### src/skt_pkg.sv
`timescale 1ns / 1ps

package skt_pkg;

    // Table geometry and field widths
    localparam int SKT_DEPTH = 256;
    localparam int KEY_W     = 32;
    localparam int PAY_W     = 24;
    localparam int POS_W     = 8;
    localparam int IDX_W     = 9;
    localparam int KIND_W    = 2;
    localparam int STAT_W    = 2;

    // Operation kinds
    localparam logic [KIND_W-1:0] KIND_INSERT = 2'd0;
    localparam logic [KIND_W-1:0] KIND_FIND   = 2'd1;
    localparam logic [KIND_W-1:0] KIND_READ   = 2'd2;
    localparam logic [KIND_W-1:0] KIND_CLEAR  = 2'd3;

    // Result status codes
    localparam logic [STAT_W-1:0] ST_OK    = 2'd0;
    localparam logic [STAT_W-1:0] ST_FULL  = 2'd1;
    localparam logic [STAT_W-1:0] ST_RANGE = 2'd2;

    // Commands from the controller to the datapath
    typedef struct packed {
        logic capture;
        logic srch_rd;
        logic srch_cmp;
        logic shift_rd;
        logic shift_wr;
        logic put;
        logic rd_issue;
        logic load_out;
    } cmd_t;

    // Status from the datapath to the controller
    typedef struct packed {
        logic [KIND_W-1:0] new_kind;
        logic [KIND_W-1:0] op_kind;
        logic              full;
        logic              in_range;
        logic              search_more;
        logic              shift_more;
        logic              slot_free;
    } stat_t;

endpackage

### src/skt_ctrl.sv
`timescale 1ns / 1ps

module skt_ctrl
    import skt_pkg::*;
(
    input  logic  clk,
    input  logic  rst_n,
    input  logic  in_valid,
    output logic  in_stall,
    input  stat_t st,
    output cmd_t  cmd
);

    localparam logic [2:0] S_IDLE = 3'd0;
    localparam logic [2:0] S_SRCH = 3'd1;
    localparam logic [2:0] S_CMP  = 3'd2;
    localparam logic [2:0] S_SHRD = 3'd3;
    localparam logic [2:0] S_SHWR = 3'd4;
    localparam logic [2:0] S_PUT  = 3'd5;
    localparam logic [2:0] S_RD   = 3'd6;
    localparam logic [2:0] S_FIN  = 3'd7;

    logic [2:0] state_reg;
    logic [2:0] state_next;

    // Take a new transaction only when idle
    assign in_stall = (state_reg != S_IDLE);

    // Sequence the operation
    always_comb
    begin
        state_next = state_reg;
        cmd        = '0;
        case (state_reg)
            S_IDLE:
            begin
                if (in_valid)
                begin
                    cmd.capture = 1'b1;
                    case (st.new_kind)
                        KIND_INSERT: state_next = st.full ? S_FIN : S_SRCH;
                        KIND_FIND:   state_next = S_SRCH;
                        KIND_READ:   state_next = st.in_range ? S_RD : S_FIN;
                        default:     state_next = S_FIN;
                    endcase
                end
            end
            S_SRCH:
            begin
                if (st.search_more)
                begin
                    cmd.srch_rd = 1'b1;
                    state_next  = S_CMP;
                end
                else if (st.op_kind == KIND_INSERT)
                begin
                    state_next = S_SHRD;
                end
                else
                begin
                    state_next = S_FIN;
                end
            end
            S_CMP:
            begin
                cmd.srch_cmp = 1'b1;
                state_next   = S_SRCH;
            end
            S_SHRD:
            begin
                if (st.shift_more)
                begin
                    cmd.shift_rd = 1'b1;
                    state_next   = S_SHWR;
                end
                else
                begin
                    state_next = S_PUT;
                end
            end
            S_SHWR:
            begin
                cmd.shift_wr = 1'b1;
                state_next   = S_SHRD;
            end
            S_PUT:
            begin
                cmd.put    = 1'b1;
                state_next = S_FIN;
            end
            S_RD:
            begin
                cmd.rd_issue = 1'b1;
                state_next   = S_FIN;
            end
            S_FIN:
            begin
                if (st.slot_free)
                begin
                    cmd.load_out = 1'b1;
                    state_next   = S_IDLE;
                end
            end
            default:
            begin
                state_next = S_IDLE;
            end
        endcase
    end

    always_ff @(posedge clk or negedge rst_n)
    begin
        if (!rst_n)
        begin
            state_reg <= S_IDLE;
        end
        else
        begin
            state_reg <= state_next;
        end
    end

endmodule

### config.mk
export PLATFORM = sky130hd
export DESIGN_NAME = skt_ctrl
export DESIGN_NICKNAME = d
export VERILOG_FILES = /design/src/skt_pkg.sv /design/src/skt_ctrl.sv
export SDC_FILE = /design/constraint.sdc
export NUM_CORES = 1
export LEC_CHECK = 0
export BUFFER_PORTS_ARGS = -buffer_cell sky130_fd_sc_hd__buf_2
export CAP_MARGIN = 20
export CELL_PAD_IN_SITES_DETAIL_PLACEMENT = 1
export CELL_PAD_IN_SITES_GLOBAL_PLACEMENT = 2
export CORE_UTILIZATION = 18
export DETAILED_ROUTE_END_ITERATION = 16
export GPL_TIMING_DRIVEN = 0
export PLACE_DENSITY = 0.72
export SYNTH_ARGS = -nofsm -noshare
export SYNTH_HDL_FRONTEND = slang
export SYNTH_SLANG_ARGS = --single-unit
export TNS_END_PERCENT = 5
### constraint.sdc
create_clock -name clk -period 1.2 [get_ports clk]
set_input_delay 0.24 -clock clk [delete_from_list [all_inputs] [get_ports clk]]
set_output_delay 0.24 -clock clk [all_outputs]
set_load 0.005 [all_outputs]
# Word level (Yosys, flattened, before mapping)
# Index checks and enable logic that the tools add are counted.
dict set report op_classes {
  eq_ne 11
  mux 21
  n_reduce_logical 6
}
# cell count
set ops {}
lappend ops {{one-hot mux 3 bit (7 select lines)} 1}
lappend ops {{two-way mux 3 bit} 5}
lappend ops {{two-way mux 1 bit} 14}
lappend ops {{equality test 3 bit (second input constant)} 4}
lappend ops {{one-hot mux 3 bit (3 select lines)} 1}
lappend ops {{equality test 3 x 2 -> 1 bit (second input constant)} 2}
lappend ops {{logical NOT 2 bit} 2}
lappend ops {{inequality test 2 bit (second input constant)} 2}
lappend ops {{equality test 3 x 1 -> 1 bit (second input constant)} 1}
lappend ops {{logical NOT 3 bit} 1}
lappend ops {{nonzero test 3 bit} 1}
lappend ops {{equality test 2 x 1 -> 1 bit (second input constant)} 1}
lappend ops {{equality test 2 bit (second input constant)} 1}
lappend ops {{AND reduction 2 bit} 1}
lappend ops {{OR reduction 2 bit} 1}
dict set report totals {
  regBits 3
  in_bits 12
  output_inout_bits 9
}

# Longest topological paths before layout
dict set report logic_depth {
  word_depth 4
  depth_mapped 4
  mapped_depth_nobuf 3
}

# Worst setup path after synthesis
# Ideal clock, no wire load.
dict set report synth_timing {
  kind {flip-flop to output port}
  start {reg state_reg[1]}
  end {out cmd[7] (netlist name)}
  t_arrival_ns 0.868
  path_slack_ns 0.092
  stages_incl_launch_ff 4
  path_cell_list {dfrtp_1 > nor3_1 > inv_1 > nor2_1}
}
# item line
set synth_rtl {}
lappend synth_rtl {{start: declaration} skt_ctrl.sv:23} ;# logic [2:0] state_reg;
lappend synth_rtl {{start signal: assignment} skt_ctrl.sv:119} ;# state_reg <= state_next;
lappend synth_rtl {{end: declaration} skt_ctrl.sv:11} ;# output cmd_t cmd

==> impl_metrics.ini <==
[run_status]
status = finished with violations
violations = negative setup slack

[timing]
setup_ws_ns = -0.214
worstMarginPinSlew_ns = 0.261
final_max_slew_viol_count = 0
slew_headroom = 0.825
max_freq_mhz = 707
rsz0062_at_grt = true
setup_viol = 10
finClkSkew_ns = 0.00406
fin_crit_ns = 1.41
final-hold-violation-count = 0
hold_ws_ns = 0.320
finalCritPeriodShare = 1.18

[power_and_ir_drop]
ir_drop_mv = 0.721
p_leak_uw = 0.000274
power_density_mw_per_mm2 = 2230

[placement]
placed_cell_area_sq_um = 408
place_congestion = 0.658
portBuffers = 20
dp_hpwl_um = 626

[clocking]
tritoncts = built
clk_pin_slew_worst_paths_ns = 0.04
numCtsBuffers = 3
clock_sinks = 3
cts.htree.levels = 1
cts-root-buf = clkbuf_4
clk_latency_ns = 0.23
clock_path_buffers = 2

[synthesis]
synth_cell_type_count = 25
syn-num-nets = 49
synth_largest_area_cell = dfrtp_1
synth_warnings = 0
yosys_register_bits = 3
seq_area_frac_synth = 0.261
synth_area_sq_um = 288
synth_cells = 37
synth_top_area_share = 0.261
ys_top_cells_by_area = dfrtp_1, o21ai_0, inv_1
avgSynthCellArea_sq_um = 7.78

[floorplan]
dieArea_sq_mm = 0.00176
start_util = 0.191
fp.coreArea_sq_mm = 0.00151
die_y_um = 42.0
die_w_um = 42.0
io_pins = 21
std_cell_rows = 14

[cells_and_area]
post-route-util = 0.357
finalNetCount = 79
syn_to_final_growth_pct = 87.0
drive_above_1_share = 0.606
final_cell_mix = buf_2, buf_4
design_area_sq_um = 538
largest_register_ffs = 3
n_antenna_cell = 0
final_common_cell = buf_2

[routing]
drtIter0Drc = 3
drcViolationCount = 0
ant_nets = 0
viasPerCell = 4.66
wl_per_cell_um = 11.2
routed_wl_um = 920
drt_pass1_iterations = 3
dr_total_vias = 382

[setup_path]
cp.arrival_ns = 1.17
crit_path_end_kind = output port
critical_path_class = register to output port
r2r_cells = 5
startpoint_type = register
crit_fanout = 9
required_ns = 0.96

[grt]
grt_pass1_vias = 379
grt_max_degree = 11
grt_pass1_wl_um = 1500
antenna_found_initial = 0
grt_usage = 0.115
overflow = 0

[hold_path]
hold_depth = 3
hp-class = input port to register

[job]
maxCapViolCount = 0
-- path summary, 6_finish.rpt --
kind,from,endpoint,slack (ns)
hold reg to reg,state_reg[1]$_DFFE_PN0P_,state_reg[0]$_DFFE_PN0P_,0.68
setup reg to reg,state_reg[1]$_DFFE_PN0P_,state_reg[2]$_DFFE_PN0P_,-0.08
setup / recovery,state_reg[0]$_DFFE_PN0P_,cmd[1],-0.21
min in group asynchronous,rst_n,state_reg[0]$_DFFE_PN0P_,0.37
hold / removal,in_valid,state_reg[1]$_DFFE_PN0P_,0.32
max in group asynchronous,rst_n,state_reg[2]$_DFFE_PN0P_,0.70
-- where the power goes --
| part | switching (uW) | internal (uW) |
|---|---|---|
| sequential | 94.0 | 165 |
| clock | 52.4 | 125 |
| combinational | 333 | 432 |
-- cells in the mapped netlist --
cell / instances
inv_1: 4
o21ai_0: 4
dfrtp_1: 3
buf_2: 2
nand2_1: 2
nor2_1: 2
nor3b_1: 2
a21boi_0: 1
a22oi_1: 1
a32oi_1: 1
a41o_1: 1
a41oi_1: 1
and2_1: 1
and3b_1: 1
and4_1: 1
and4b_1: 1
clkbuf_1: 1
nand2b_1: 1
nand3b_1: 1
nand4b_1: 1
nor2b_1: 1
nor3_1: 1
nor4_1: 1
o21ba_2: 1
o31ai_1: 1
-- logic make-up after synthesis --
group,count (synthesis),share of synthesized area
and+or+nand+nor,16,0.361
AOI/OAI and AO/OA,11,0.278
buffers and inverters,7,0.100
DFF,3,0.261
-- cell type report --
class                   count  area (sq um)
well taps                  16          20.0
inverters                   4          15.0
clock buffers               4          26.3
fillers                   205           968
plain buffers               3          37.5
flip-flops and latches      3          78.8
repair buffers             25           140
multi-input cells          27           220
-- critical path: stages, from the launching register on --
cell and delay (ns):
dfrtp_2 0.45, buf_8 0.15, nand3b_1 0.17, inv_1 0.07, buf_2 0.10
-- stage by stage --
stage	std cells	setup WS (ns)	TNS (ns)	total power [uW]
2_1_floorplan	37	0.0923	0	545
3_3_place_gp	73	-0.108	-0.482	729
3_5_place_dp	73	-0.103	-0.488	730
4_1_cts	80	-0.224	-1.71	1030
5_1_grt	82	-0.246	-2.10	1300
6_report	82	-0.214	-1.56	1200
-- per-layer routing --
layer	global-route usage	up-vias	wire length, um
li1	-	194	-
met1	0.137	166	417
met2	0.184	19	432
met3	0.0259	3	57
met4	0.0774	0	12
met5	0	-	0
-- what timing repair did --
action | CTS | global route
gates resized for setup | 7 | 13
setup buffers | 2 | 2
pin swaps | 1 | 4
endpoints found under the setup margin | 10 | 11
endpoints found under the hold margin | 3 | 0
hold buffers | 1 | 0
No activity file was read; power rests on OpenSTA's default activity.
